--- src/sv/brst_pkg.sv ---
// ----------------------------------------------------------------------------
// brst_pkg: shared types and constants for the block range sum table
// Field widths, default geometry, operation codes, state machine encodings
// and the control word that travels from the front end to the back end.
// ----------------------------------------------------------------------------
package brst_pkg;

    // fixed field widths
    localparam int POS_W = 10;
    localparam int VAL_W = 32;
    localparam int SUM_W = 42;

    // default table geometry
    localparam int DEF_TABLE_DEPTH = 1024;
    localparam int DEF_BLOCK_SIZE  = 32;

    // command queue between front and back
    localparam int QUEUE_DEPTH = 2;

    // operation codes
    localparam logic OP_SET   = 1'b0;
    localparam logic OP_QUERY = 1'b1;

    typedef enum logic [1:0] {
        F_IDLE,
        F_MUL,
        F_QUO,
        F_PUSH
    } front_state_t;

    typedef enum logic [2:0] {
        B_CLEAR,
        B_IDLE,
        B_SET_RD,
        B_SET_WR,
        B_WALK,
        B_DRAIN,
        B_OUT
    } back_state_t;

    // classification of one queued command
    typedef struct packed {
        logic is_query;
        logic empty;
    } cmd_ctl_t;

endpackage

--- src/sv/brst_front.sv ---
// ----------------------------------------------------------------------------
// brst_front: input front end
// Takes one input beat, finds the block and offset of the position with a
// reciprocal multiply, clamps the query end, flags empty ranges, drops sets
// beyond the table and pushes a command into the queue.
// ----------------------------------------------------------------------------
module brst_front #(
    parameter int TABLE_DEPTH = brst_pkg::DEF_TABLE_DEPTH,
    parameter int BLOCK_SIZE  = brst_pkg::DEF_BLOCK_SIZE
) (
    input  logic                                clk,
    input  logic                                rst_n,
    input  logic                                enable,
    input  logic                                item_valid,
    output logic                                item_ready,
    input  logic                                operation,
    input  logic [brst_pkg::POS_W-1:0]          position,
    input  logic [brst_pkg::POS_W-1:0]          range_end,
    input  logic signed [brst_pkg::VAL_W-1:0]   new_value,
    output logic                                push_valid,
    input  logic                                push_ready,
    output brst_pkg::cmd_ctl_t                  push_ctl,
    output logic [$clog2(TABLE_DEPTH)-1:0]      push_idx,
    output logic [$clog2(TABLE_DEPTH)-1:0]      push_hi,
    output logic [((TABLE_DEPTH + BLOCK_SIZE - 1) / BLOCK_SIZE > 1 ?
                   $clog2((TABLE_DEPTH + BLOCK_SIZE - 1) / BLOCK_SIZE) : 1)-1:0] push_blk,
    output logic [$clog2(BLOCK_SIZE)-1:0]       push_off,
    output logic signed [brst_pkg::VAL_W-1:0]   push_value
);

    localparam int POS_W      = brst_pkg::POS_W;
    localparam int IDX_W      = $clog2(TABLE_DEPTH);
    localparam int NUM_BLOCKS = (TABLE_DEPTH + BLOCK_SIZE - 1) / BLOCK_SIZE;
    localparam int BLK_W      = (NUM_BLOCKS > 1) ? $clog2(NUM_BLOCKS) : 1;
    localparam int OFF_W      = $clog2(BLOCK_SIZE);
    // exact quotient for any POS_W-bit dividend: q = (x * RECIP) >> SHIFT
    localparam int SHIFT      = POS_W + $clog2(BLOCK_SIZE);
    localparam int RECIP      = ((1 << SHIFT) + BLOCK_SIZE - 1) / BLOCK_SIZE;
    localparam int RECIP_W    = POS_W + 2;
    localparam int PROD_W     = POS_W + RECIP_W;

    brst_pkg::front_state_t state_reg, state_next;

    logic                        op_reg;
    logic [POS_W-1:0]            pos_reg;
    logic [POS_W-1:0]            end_reg;
    logic signed [brst_pkg::VAL_W-1:0] value_reg;
    logic [PROD_W-1:0]           prod_reg, prod_next;
    logic [POS_W-1:0]            quo_reg, quo_next;

    logic                        accept;
    logic                        set_oob;
    logic [IDX_W-1:0]            hi_clamp;
    logic                        empty_range;
    int                          rem;

    assign accept = item_valid && item_ready;

    // state register
    always_ff @(posedge clk or negedge rst_n)
    begin
        if (!rst_n)
        begin
            state_reg <= brst_pkg::F_IDLE;
        end
        else
        begin
            state_reg <= state_next;
        end
    end

    // captured beat and divider pipeline
    always_ff @(posedge clk)
    begin
        if (accept)
        begin
            op_reg    <= operation;
            pos_reg   <= position;
            end_reg   <= range_end;
            value_reg <= new_value;
        end
        prod_reg <= prod_next;
        quo_reg  <= quo_next;
    end

    // classification of the held beat
    always_comb
    begin
        set_oob     = int'(pos_reg) >= TABLE_DEPTH;
        hi_clamp    = (int'(end_reg) >= TABLE_DEPTH) ? IDX_W'(TABLE_DEPTH - 1)
                                                     : IDX_W'(end_reg);
        empty_range = int'(pos_reg) > int'(hi_clamp);
        rem         = int'(pos_reg) - int'(quo_reg) * BLOCK_SIZE;
    end

    // next state and outputs
    always_comb
    begin
        state_next = state_reg;
        item_ready = 1'b0;
        push_valid = 1'b0;
        prod_next  = prod_reg;
        quo_next   = quo_reg;
        case (state_reg)
            brst_pkg::F_IDLE:
            begin
                item_ready = enable;
                if (accept)
                begin
                    state_next = brst_pkg::F_MUL;
                end
            end
            brst_pkg::F_MUL:
            begin
                prod_next  = PROD_W'(pos_reg) * PROD_W'(RECIP);
                state_next = brst_pkg::F_QUO;
            end
            brst_pkg::F_QUO:
            begin
                quo_next   = POS_W'(prod_reg >> SHIFT);
                state_next = brst_pkg::F_PUSH;
            end
            brst_pkg::F_PUSH:
            begin
                // a set beyond the table is dropped
                if (op_reg == brst_pkg::OP_SET && set_oob)
                begin
                    state_next = brst_pkg::F_IDLE;
                end
                else
                begin
                    push_valid = 1'b1;
                    if (push_ready)
                    begin
                        state_next = brst_pkg::F_IDLE;
                    end
                end
            end
            default:
            begin
                state_next = brst_pkg::F_IDLE;
            end
        endcase
    end

    // command payload
    always_comb
    begin
        push_ctl.is_query = (op_reg == brst_pkg::OP_QUERY);
        push_ctl.empty    = empty_range;
        push_idx          = IDX_W'(pos_reg);
        push_hi           = hi_clamp;
        push_blk          = BLK_W'(quo_reg);
        push_off          = OFF_W'(rem);
        push_value        = value_reg;
    end

endmodule

--- config.mk ---
export PLATFORM = sky130hd
export DESIGN_NAME = brst_front
export DESIGN_NICKNAME = d
export VERILOG_FILES = /design/src/sv/brst_pkg.sv /design/src/sv/brst_front.sv
export SDC_FILE = /design/constraint.sdc
export NUM_CORES = 1
export LEC_CHECK = 0
export ABC_AREA = 1
export BUFFER_PORTS_ARGS = -buffer_cell sky130_fd_sc_hd__buf_2
export CAP_MARGIN = 20
export CORE_MARGIN = 3
export CORE_UTILIZATION = 45
export DETAILED_ROUTE_END_ITERATION = 10
export PLACE_DENSITY_LB_ADDON = 0.25
export SLEW_MARGIN = 20
export SYNTH_ARGS = -nofsm -noshare
export SYNTH_HDL_FRONTEND = slang
export SYNTH_SLANG_ARGS = --single-unit
export TNS_END_PERCENT = 50
--- constraint.sdc ---
create_clock -name clk -period 5.7 [get_ports clk]
set_input_delay 1.14 -clock clk [delete_from_list [all_inputs] [get_ports clk]]
set_output_delay 1.14 -clock clk [all_outputs]
set_load 0.02 [all_outputs]
# Word-level counts from Yosys, hierarchy flattened
# Index checks and enable logic that the tools add are counted.
[classes]
n_lt_le_gt_ge = 1
add_sub_neg = 1
n_reduce_logical = 3
eq_ne = 5
muxes = 5
[ops]
columns = ["operator", "count"]
rows = [
  ["$gt A10 B10 Y1", 1],
  ["$pmux W2 S4", 1],
  ["$sub A5 B1 Y5 const B", 1],
  ["$eq A2 B2 Y1 const B", 2],
  ["$mux W2", 2],
  ["$ne A2 B2 Y1 const B", 2],
  ["$eq A2 B1 Y1 const B", 1],
  ["$logic_not A2 Y1", 1],
  ["$mux W1", 2],
  ["$reduce_and A2 Y1", 1],
  ["$logic_and A1 B1 Y1", 1],
]
[word_totals]
in_bits = 58
elab_cells = 22
ff_bits = 70
output_inout_bits = 66

# Longest topological paths before layout
[logic_depth]
ltp_word = 5
ltp_mapped = 10
mapped_depth_nobuf = 9

# Worst setup path before layout
# Ideal clock, no wire load.
[synth_path]
path_kind = "input to register"
from = "in enable"
to = "reg op_reg, enable pin"
t_required_ps = 5236
setup_ps = 464
arrival_time_ps = 3439
cell_stages = 2
setup_slack_ps = 1797
path_buffers = 0
path_cell_list = "nand2_1 -> nor2_1"
[synth_via]
elab_chain_cells = 2
[synth_rtl]
columns = ["item", "line", "rtl"]
rows = [
  ["from (decl)", "brst_front.sv:13", "input logic enable,"],
  ["$mux W1", "brst_front.sv:104", "case (state_reg)"],
  ["$logic_and A1 B1 Y1", "brst_front.sv:57", "assign accept = item_valid && item_ready;"],
  ["named net accept", "brst_front.sv:51", "logic accept;"],
  ["to (signal assigned)", "brst_front.sv:77", "op_reg <= operation;"],
  ["to (decl)", "brst_front.sv:44", "logic op_reg;"],
]
# The timed path passes the listed nets, and every way through them passes these cells.
# A chain may end at the register's enable or synchronous reset.

==> results summary <==
The final count of hold timing violations is 0. In this run the critical register-to-register path is launched from state_reg[0]. For this run, design rule violations remaining after detail routing come to 0. For the worst setup path, the data required time is 4560 ps.

The synthesized flop and latch total is 65. The area added between synthesis and finish came out at 34.2%. The number of antenna violations at the first check in global routing is 0. The total length of routed met2 wires came out at 2.33 mm. The power per cell area came out at 376 mW/mm^2. The flip-flop count of the largest register, all copies and words added came out at 32. The netlist area before placement came out at 0.00242 sq mm. The clock tree buffer depth is 2. Between clock sinks in the finished design, the worst skew comes to 8.15 ps. The wire length reported by the detailed router came out at 4.50 mm.

For this design the static power due to leakage is 0.00147 uW. The routed length per instance is 12.9 microns. The die covers 0.00630 sq mm. Setup total negative slack on the finished layout was measured at 0 ps. The total clock buffers created by CTS came out at 9. The critical path starts at push_idx[5]. The count of fill cells added during filler insertion is 402.

The via count of the first global-routing pass is 1486. After floorplanning, the core was divided into 26 placement rows. The total area inside the core boundary comes to 0.00517 sq mm. In this run the worst path has a maximum fanout of 3. The share of cell area taken by muxes after synthesis is 0.

The flow ran to the end, and the final reports show no timing, DRC or antenna violations. For the pin with the worst max-slew slack, the measured transition is 644 ps. The starting density of the core is 0.469. Once the clock tree was built, the setup fixing pass inserted 0 buffers. The clock reaches the later pin of the worst-skew pair after 330 ps.

For this run, the register share of the synthesized area comes to 0.801. The number of cells on the worst hold path came out at 0. The kind of path behind the tightest hold check is register to register. Dividing the detail-routed via count by the number of cells gives 4.24. The share of the synthesized area in compound gates (AO/OA/AOI/OAI) came to 0.0160. Of the total synthesized cell area, the portion taken by XOR and XNOR cells is 0. The worst hold path begins at prod_reg[16]. The number of nets produced by synthesis is 218. The horizontal extent of the die is 79.4 microns. Across every metal layer, demand over resource in global routing totals 0.156. Entering global routing, the biggest net connects 54 pins. The initial DRC count is 35. IR analysis of the VDD net gives a maximum drop of 0.211 mV. The simple logic cell fraction of the synthesized area came out at 0.0465. The clock slew seen by the registers of the worst setup and hold paths came out at 60 ps. The die outline height came out at 79.4 microns. The met1 layer wirelength in the final routing came out at 1.54 mm. The final count of negative-setup-slack endpoints is 0. 124 I/O pins were placed. The final critical path time including I/O delays and setup came out at 2870 ps. The final cell count without fillers came out at 348.

Signal routing reaches up to met4. The largest family of logic cells by synthesized area is adder cells. The adder-cell area share of the yosys netlist came out at 0.0774. The critical path is of the register to output pin type. The clock tree from TritonCTS is yes.

The critical path data arrival time is 1730 ps. The number of detailed-route iterations in the first pass is 4. Routability-driven placement finished with a final weighted congestion of 0.744. The H-tree was split into 3 levels. The count of buffers added on input and output ports is 123. Setup repair after global routing left no endpoint under its margin. The fraction of final layout cells sized beyond drive strength 1 is 0.518.

Dividing the final minimum period by the clock period gives 0.503. The instance area after placement is 0.00309 sq mm. The total grt overflow came out at 0. STA classifies the critical path endpoint as an output pin. Max-cap violations in this run came to 0. The cell chosen for the clock root is clkbuf_8. The amount of wire on met3 after detailed routing came out at 565 microns. The worst setup path is launched from a register. The cell area after layout is 0.00325 sq mm. The post-layout net count is 346. The top cell types in the final layout, fill and taps aside, are buf_2 (123), edfxtp_1 (63), inv_1 (22), nand2_1 (18), ha_1 (15). The total vias in the final route is 1475. In this run the critical register-to-register path is captured at push_hi[0].

The diode insertion count for antenna repair came out at 0. The first-pass GRT wire length came out at 6.97 mm. The count of instances resized after the clock tree is built is 0. The library cell used most frequently in the layout, excluding fill and tap cells, is buf_2. Timing would allow up to 349 MHz. The number of cells in the design after placement is 332. The post-synthesis cell type count came out at 15. The number of instances in the synthesized netlist came out at 145.

The HPWL after detailed placement came out at 3.49 mm. In this run the remaining antenna-violating nets after routing total 0. The total number of clock tree sinks came out at 65.

The worst slew margin relative to its limit is 0.571. Yosys printed 0 warnings. The average footprint of a synthesized cell came out at 16.7 sq um.

The hold buffer count at cts came out at 0. The worst reg-to-reg setup slack is 3850 ps. The cell count of the worst reg-to-reg path came out at 5.

The worst min-delay path endpoint is quo_reg[1]. The number of pins with negative max-slew slack in the final report came to 0.
cell usage after synthesis, drive strengths merged:
library cell  number  share of area
buf                7          0.022
inv               23          0.036
edfxtp            63           0.78
nand3              1         0.0021
ha                15          0.077
nand2             19          0.030
nor2               7          0.014
dfrtp              2          0.021
a21oi              3         0.0077
o21ai              4         0.0083
clkinv             1         0.0015
layout make-up:
type,count,area [sq um],share of cell area
well taps,70,87.6,0.0269
flip-flops and latches,65,1940,0.597
repair buffers,124,623,0.192
multi-input cells,49,347,0.107
clock inverters,6,35.0,0.0108
clock buffers,10,128,0.0392
inverters,24,90.1,0.0277
worst max-delay path by stage:
stage          depth (start not counted)  slack [ps]          end
2_1_floorplan                          2        1800       op_reg
3_3_place_gp                           4        3000   item_ready
3_5_place_dp                           4        2990   item_ready
4_1_cts                                8        2790  push_ctl[0]
5_1_grt                                8        2670  push_ctl[0]
6_report                               8        2830  push_ctl[0]
where the power goes:
part / switching, uW / internal (uW)
Clock: 162 / 154
Combinational: 178 / 87.3
Sequential: 25.9 / 615
Total: 366 / 857
worst max-delay path: stages (launching register included):
cell      delay, ps
edfxtp_1        440
ha_1            330
nand2_1          70
nor2_1          140
nand3_1         100
nand2_1          60
nor2_1           40
nor2_1           70
buf_2           160
kinds of logic after synthesis:
logic type | after synthesis
DFF | 65
adders and majority gates | 15
buffers and inverters | 31
and+or+nand+nor | 27
AOI/OAI and AO/OA | 7
metrics by stage:
step / power (uW) / setup WS (ps) / hold slack (ps) / utilization
after global placement: 914 / 3000 / 403 / 0.597
final: 1220 / 2830 / 419 / 0.629
after CTS: 1240 / 2790 / 421 / 0.629
after global routing: 1300 / 2670 / 428 / 0.629
after floorplan: 830 / 1800 / 400 / -
after detailed placement: 923 / 2990 / 405 / 0.597
metal layers:
metal,global-route usage,vias to the layer above
li1,-,747
met1,0.156,646
met2,0.259,73
met3,0.0937,9
met4,0.0670,0
met5,0,-
Note: power is estimated with default switching activity, not from simulation.
