--- src/sv/brst_pkg.sv ---
// ----------------------------------------------------------------------------
// brst_pkg: shared types and constants for the block range sum table
// Field widths, default geometry, operation codes, state machine encodings
// and the control word that travels from the front end to the back end.
// ----------------------------------------------------------------------------
package brst_pkg;

    // fixed field widths
    localparam int POS_W = 10;
    localparam int VAL_W = 32;
    localparam int SUM_W = 42;

    // default table geometry
    localparam int DEF_TABLE_DEPTH = 1024;
    localparam int DEF_BLOCK_SIZE  = 32;

    // command queue between front and back
    localparam int QUEUE_DEPTH = 2;

    // operation codes
    localparam logic OP_SET   = 1'b0;
    localparam logic OP_QUERY = 1'b1;

    typedef enum logic [1:0] {
        F_IDLE,
        F_MUL,
        F_QUO,
        F_PUSH
    } front_state_t;

    typedef enum logic [2:0] {
        B_CLEAR,
        B_IDLE,
        B_SET_RD,
        B_SET_WR,
        B_WALK,
        B_DRAIN,
        B_OUT
    } back_state_t;

    // classification of one queued command
    typedef struct packed {
        logic is_query;
        logic empty;
    } cmd_ctl_t;

endpackage

--- src/sv/brst_queue.sv ---
// ----------------------------------------------------------------------------
// brst_queue: command queue
// Short first-in first-out store of classified commands so that the front
// end and the back end stall on their own.
// ----------------------------------------------------------------------------
module brst_queue #(
    parameter int TABLE_DEPTH = brst_pkg::DEF_TABLE_DEPTH,
    parameter int BLOCK_SIZE  = brst_pkg::DEF_BLOCK_SIZE
) (
    input  logic                                clk,
    input  logic                                rst_n,
    input  logic                                push_valid,
    output logic                                push_ready,
    input  brst_pkg::cmd_ctl_t                  push_ctl,
    input  logic [$clog2(TABLE_DEPTH)-1:0]      push_idx,
    input  logic [$clog2(TABLE_DEPTH)-1:0]      push_hi,
    input  logic [((TABLE_DEPTH + BLOCK_SIZE - 1) / BLOCK_SIZE > 1 ?
                   $clog2((TABLE_DEPTH + BLOCK_SIZE - 1) / BLOCK_SIZE) : 1)-1:0] push_blk,
    input  logic [$clog2(BLOCK_SIZE)-1:0]       push_off,
    input  logic signed [brst_pkg::VAL_W-1:0]   push_value,
    output logic                                pop_valid,
    input  logic                                pop_ready,
    output brst_pkg::cmd_ctl_t                  pop_ctl,
    output logic [$clog2(TABLE_DEPTH)-1:0]      pop_idx,
    output logic [$clog2(TABLE_DEPTH)-1:0]      pop_hi,
    output logic [((TABLE_DEPTH + BLOCK_SIZE - 1) / BLOCK_SIZE > 1 ?
                   $clog2((TABLE_DEPTH + BLOCK_SIZE - 1) / BLOCK_SIZE) : 1)-1:0] pop_blk,
    output logic [$clog2(BLOCK_SIZE)-1:0]       pop_off,
    output logic signed [brst_pkg::VAL_W-1:0]   pop_value
);

    localparam int DEPTH      = brst_pkg::QUEUE_DEPTH;
    localparam int PTR_W      = (DEPTH > 1) ? $clog2(DEPTH) : 1;
    localparam int CNT_W      = $clog2(DEPTH + 1);
    localparam int IDX_W      = $clog2(TABLE_DEPTH);
    localparam int NUM_BLOCKS = (TABLE_DEPTH + BLOCK_SIZE - 1) / BLOCK_SIZE;
    localparam int BLK_W      = (NUM_BLOCKS > 1) ? $clog2(NUM_BLOCKS) : 1;
    localparam int OFF_W      = $clog2(BLOCK_SIZE);

    brst_pkg::cmd_ctl_t          ctl_q   [DEPTH];
    logic [IDX_W-1:0]            idx_q   [DEPTH];
    logic [IDX_W-1:0]            hi_q    [DEPTH];
    logic [BLK_W-1:0]            blk_q   [DEPTH];
    logic [OFF_W-1:0]            off_q   [DEPTH];
    logic signed [brst_pkg::VAL_W-1:0] value_q [DEPTH];

    logic [PTR_W-1:0] wr_ptr_reg, wr_ptr_next;
    logic [PTR_W-1:0] rd_ptr_reg, rd_ptr_next;
    logic [CNT_W-1:0] count_reg, count_next;
    logic             do_push, do_pop;

    assign push_ready = (int'(count_reg) < DEPTH);
    assign pop_valid  = (count_reg != '0);
    assign do_push    = push_valid && push_ready;
    assign do_pop     = pop_valid && pop_ready;

    // pointers and fill level
    always_comb
    begin
        wr_ptr_next = wr_ptr_reg;
        rd_ptr_next = rd_ptr_reg;
        count_next  = count_reg;
        if (do_push)
        begin
            wr_ptr_next = (int'(wr_ptr_reg) == DEPTH - 1) ? '0 : wr_ptr_reg + 1'b1;
        end
        if (do_pop)
        begin
            rd_ptr_next = (int'(rd_ptr_reg) == DEPTH - 1) ? '0 : rd_ptr_reg + 1'b1;
        end
        if (do_push && !do_pop)
        begin
            count_next = count_reg + 1'b1;
        end
        else if (do_pop && !do_push)
        begin
            count_next = count_reg - 1'b1;
        end
    end

    always_ff @(posedge clk or negedge rst_n)
    begin
        if (!rst_n)
        begin
            wr_ptr_reg <= '0;
            rd_ptr_reg <= '0;
            count_reg  <= '0;
        end
        else
        begin
            wr_ptr_reg <= wr_ptr_next;
            rd_ptr_reg <= rd_ptr_next;
            count_reg  <= count_next;
        end
    end

    // entry storage
    always_ff @(posedge clk)
    begin
        if (do_push)
        begin
            ctl_q[wr_ptr_reg]   <= push_ctl;
            idx_q[wr_ptr_reg]   <= push_idx;
            hi_q[wr_ptr_reg]    <= push_hi;
            blk_q[wr_ptr_reg]   <= push_blk;
            off_q[wr_ptr_reg]   <= push_off;
            value_q[wr_ptr_reg] <= push_value;
        end
    end

    // head entry
    always_comb
    begin
        pop_ctl   = ctl_q[rd_ptr_reg];
        pop_idx   = idx_q[rd_ptr_reg];
        pop_hi    = hi_q[rd_ptr_reg];
        pop_blk   = blk_q[rd_ptr_reg];
        pop_off   = off_q[rd_ptr_reg];
        pop_value = value_q[rd_ptr_reg];
    end

endmodule

--- config.mk ---
export PLATFORM = sky130hd
export DESIGN_NAME = brst_queue
export DESIGN_NICKNAME = d
export VERILOG_FILES = /design/src/sv/brst_pkg.sv /design/src/sv/brst_queue.sv
export SDC_FILE = /design/constraint.sdc
export NUM_CORES = 1
export LEC_CHECK = 0
export BUFFER_PORTS_ARGS = -buffer_cell sky130_fd_sc_hd__buf_2
export CORE_MARGIN = 2
export CORE_UTILIZATION = 30
export DETAILED_ROUTE_END_ITERATION = 16
export MAX_ROUTING_LAYER = met4
export PLACE_DENSITY = 0.5
export SYNTH_ARGS = -nofsm -noshare
export SYNTH_HDL_FRONTEND = slang
export SYNTH_SLANG_ARGS = --single-unit
--- constraint.sdc ---
create_clock -name clk -period 5.8 [get_ports clk]
set_clock_uncertainty 0.1 [all_clocks]
set_input_delay 0.58 -clock clk [delete_from_list [all_inputs] [get_ports clk]]
set_output_delay 0.58 -clock clk [all_outputs]
set_load 0.02 [all_outputs]
== Yosys cells after proc, flatten, opt, wreduce, memory -nomap -nowiden ==
Memory sizes are Yosys's and may differ from the RTL's.
Index checks and enable logic that the tools add are counted.
Widths: inputs -> output; s select.

* Add/sub/neg operators: 4
* Multiplexer cells: 6
* Reductions and logical operators: 8
* Magnitude comparators: 1

{| class="wikitable"
|+ Operators with widths
! kind !! count
|-
| $logic_and 1x1->1 || 4
|-
| $mux 1 || 4
|-
| $mux 2 || 2
|-
| $reduce_bool 2->1 || 2
|-
| $add 1x1->1 const B || 2
|-
| $add 2x1->2 const B || 1
|-
| $logic_not 1->1 || 2
|-
| $lt 2x2->1 const B || 1
|-
| $sub 2x1->2 const B || 1
|}

* Flip-flop bits (word level): 4
* Memory bits (writable): 128
* Memories kept: 6
* Input bits: 68

{| class="wikitable"
|+ Memory list
! name !! depth !! bits a word !! read ports !! clocked after memory_dff !! write ports !! line !! text
|-
| value_q || 2 || 32 || 1 || 0 || 1 || brst_queue.sv:45 || <nowiki>logic signed [brst_pkg::VAL_W-1:0] value_q [DEPTH];</nowiki>
|-
| hi_q || 2 || 10 || 1 || 0 || 1 || brst_queue.sv:42 || <nowiki>logic [IDX_W-1:0] hi_q [DEPTH];</nowiki>
|-
| idx_q || 2 || 10 || 1 || 0 || 1 || brst_queue.sv:41 || <nowiki>logic [IDX_W-1:0] idx_q [DEPTH];</nowiki>
|-
| blk_q || 2 || 5 || 1 || 0 || 1 || brst_queue.sv:43 || <nowiki>logic [BLK_W-1:0] blk_q [DEPTH];</nowiki>
|-
| off_q || 2 || 5 || 1 || 0 || 1 || brst_queue.sv:44 || <nowiki>logic [OFF_W-1:0] off_q [DEPTH];</nowiki>
|-
| ctl_q || 2 || 2 || 1 || 0 || 1 || brst_queue.sv:40 || <nowiki>brst_pkg::cmd_ctl_t ctl_q [DEPTH];</nowiki>
|}

== Depth between registers and ports, before layout ==
* Depth after elaboration: 6
* Depth in mapped cells: 6
* Mapped depth without buffers: 6

== Least setup slack after synthesis ==
Ideal clock, no wire load.

* Path type: input -> register
* Start point: in push_valid
* End point: mem blk_q[0][0] in the netlist's numbering, enable pin
* Library setup time: 0.494 ns
* Buffers on the path: 0
* Data arrival time: 3.700 ns
* Slack: 1.506 ns
* Stages on the path: 2
* Required time: 5.206 ns
* Cell sequence: nor2b_1 -> nor2b_1

* Word-level cells in the longest chain between the ends: 3

{| class="wikitable"
|+ RTL lines
! element !! line !! text
|-
| from (decl) || brst_queue.sv:12 || <nowiki>input logic push_valid,</nowiki>
|-
| $logic_and 1x1->1 || brst_queue.sv:54 || <nowiki>assign do_push = push_valid && push_ready;</nowiki>
|-
| $mux 1 || brst_queue.sv:100 || <nowiki>if (do_push)</nowiki>
|-
| $mux 1 (implied by the code) || brst_queue.sv:105 || <nowiki>blk_q[wr_ptr_reg] <= push_blk;</nowiki>
|-
| to (decl) || brst_queue.sv:43 ||
|}

No other way between the ends.

== Worst setup path in the final report ==
* Start point: reg rd_ptr_reg
* End point: out pop_idx[9]

* Word-level cells in the longest chain between the ends: 1

{| class="wikitable"
|+ RTL lines
! element !! line !! text
|-
| from (decl) || brst_queue.sv:48 || <nowiki>logic [PTR_W-1:0] rd_ptr_reg, rd_ptr_next;</nowiki>
|-
| from (signal assigned) || brst_queue.sv:92 || <nowiki>rd_ptr_reg <= rd_ptr_next;</nowiki>
|-
| $mem_v2 2x10 || - ||
|-
| to (decl) || brst_queue.sv:24 || <nowiki>output logic [$clog2(TABLE_DEPTH)-1:0] pop_idx,</nowiki>
|}

No other way between the ends.

==> impl_metrics.ini <==
[synthesis]
synthSimpleGateAreaFrac = 0.006484
yosysMostFrequentCell = edfxtp_1
async_flop_share = 0.03030
yosys.cell_types.count = 15
synth-xor-area-share = 0.008728
netlist_area_um2 = 5017
synth_top_cell_by_area = edfxtp_1
synth_edf_count = 128
synth_area_leaders = edfxtp_1 77%, mux2_4 15%, mux2_2 3.1%
syn_nets = 285
synthTopCellsByCount = 128 x edfxtp_1, 50 x mux2_4, 14 x mux2_2
yosysTopAreaCellShare = 0.7661
synth_compound_area_frac = 0
synth.area.mux_share = 0.1810
synth-adder-area-share = 0.002494
syn-mean-instance-area_um2 = 23.23
syn_inst = 216
ys.flop_type = edfxtp_1
synth_top_family_by_area = multiplexers
ys_ff_latch = 132
ys_seq_area_frac = 0.7860
ys_warn_count = 0

[final_layout]
fin_area_um2 = 6435
fillers = 1541
reg_top3 = value_q x64, hi_q x20, idx_q x20
antennaDiodeCount = 0
drive_gt1_frac = 0.6011
fin_nets = 433
multi_input_area_um2 = 1007
syn_to_final_growth_pct = 28.25
seq_area_um2 = 3948
largest_register = value_q
finalCoreUtilization = 0.3908
largest_reg_flops = 64

[clocking]
clockRootBuffer = clkbuf_16
cts.sinks = 132
cts_buffer_depth = 2
cts_buffers = 17
path_clk_slew_ps = 50
cts_tree = yes
worstSkewPairLatency_ps = 410
cts_resized = 0
h-tree-depth = 4

[global_route]
antenna_found_initial = 0
grt_use_total = 0.1091
grt_pass1_wl_mm = 13.79
grt_max_degree = 65
overflow = 0
grt_pass1_vias = 2655

[route]
dr_wl_met2_mm = 4.475
wl_met1_mm = 3.594
ant_nets = 0
topRoutingLayerUsed = met4
drtIter0Drc = 173
vias = 2432
post_drt_wl_per_cell_um = 14.93
drc = 0
first_pass_iters = 4
wl_mm = 8.901
vias_per_cell = 4.081
met3_length_um = 614

[placement]
portBuffers = 133
place_congestion = 0.6941
dpl_cell_area_um2 = 5914

[worst_setup_path]
cp_max_fo = 34
cp.buffers_inverters = 2
start_kind = flop
critical_path_required_ps = 5120
path_delay_family = flip-flops
critPathCaptureType = primary output
startpoint = rd_ptr_reg
worst-setup-path-type = reg2out
worstReg2RegStart = count_reg[1]
worstPathArrival_ps = 2450
cp_slowest_cell = dfrtp_4
cp_cell_sequence = buf_4 > mux2_2 > buf_2
max_stage_delay_ps = 810

[die]
initial_utilization = 0.3047
core_um2 = 16470
die-height_um = 133.3
dieWidth_um = 133.3
io_pins = 134
fp-row-count = 47
die-area_um2 = 17770

[power_and_ir_drop]
vdd_drop_max_mv = 0.1883
p_per_area_nw_per_um2 = 513.6
p_leak_nw = 2.524

[timing]
grt_setup_unrepaired = false
slew_headroom = 0.3634
tns_ps = 0
setup_viol = 0
timing.final.crit_share = 0.5395
worstMarginPinSlew_ps = 952.8
holdWs_ps = 251.9
period_minus_slack_ps = 3129
maxSlewViolCount = 0
hold_viol = 0
fmax_ghz = 0.3196

[outcome]
outcome = finished clean

[worst_hold_path]
hold_class = in2reg
min-delay-start = push_value[4]

[flow_run]
maxCapViolCount = 0
-- per-stage QoR --
step / power, W / worst slack (ps) / std cells
6_report: 0.003305 / 2671 / 596
5_1_grt: 0.003475 / 2518 / 596
4_1_cts: 0.003371 / 2596 / 596
3_5_place_dp: 0.002410 / 2900 / 564
3_3_place_gp: 0.002402 / 2900 / 564
2_1_floorplan: 0.002143 / 1506 / 216
-- placed cells by master (no fill, tap or decap) --
cell	netlist	routed
nand2_1	1	1
clkbuf_1	0	7
edfxtp_1	128	128
xor2_1	2	2
mux2_2	14	14
nor2b_1	2	1
bufinv_16	0	1
or2_2	1	1
nor2b_4	0	1
nor2_1	1	1
clkinv_1	0	1
dfrtp_1	4	3
buf_2	1	133
xnor2_1	3	3
ha_1	1	1
inv_1	1	1
clkbuf_16	0	17
and2_4	0	1
dfrtp_4	0	1
buf_4	0	2
mux2_4	50	50
dlygate4sd3_1	0	1
clkinv_2	0	5
-- path summary, 6_finish.rpt --
path	to	slack, ps	cells after the start
worst max-delay path	pop_idx[9]	2670	3
worst min-delay path	value_q[1][4]	250	1
worst max register to register	value_q[0][21]	3250	3
worst min register to register	count_reg[0]	410	1
max in group asynchronous	rd_ptr_reg	5060	2
min in group asynchronous	count_reg[1]	410	2
-- area by class of cell --
| cell class | count | area share |
|---|---|---|
| inverter | 1 | 0.0005833 |
| tap | 220 | 0.04278 |
| clock inverter | 7 | 0.009139 |
| clock buffer | 24 | 0.07019 |
| multi-input combinational | 76 | 0.1565 |
| timing repair buffer | 136 | 0.1073 |
| sequential | 132 | 0.6135 |
-- logic make-up after synthesis --
group         after synthesis
simple gates                6
xor+xnor                    5
buf+inv                     8
flops                     132
mux                        64
fa+ha+maj                   1
-- where the power goes --
group	leakage (nW)	internal (W)	switching (W)
registers	1.22	0.00126	0.000103
clock network	0.253	0.000580	0.000360
logic	1.05	0.000460	0.000545
-- per-layer routing --
metal	global-route usage	up-vias
li1	-	1146
met1	0.1156	1186
met2	0.1738	85
met3	0.04452	15
met4	0.06028	0
met5	-	-
-- worst reg2reg max path: stages (launching register included) --
cell	delay [ps]
dfrtp_1	380
nor2b_1	270
nor2b_4	840
buf_4	570
-- timing repair --
| action | CTS | global route |
|---|---|---|
| hold buffers | 1 | 0 |
| buffers inserted | 0 | 0 |
| endpoints found under the hold margin | 4 | 0 |
| setup endpoints to repair | 0 | 0 |
Power figures use the tool's default switching activity.
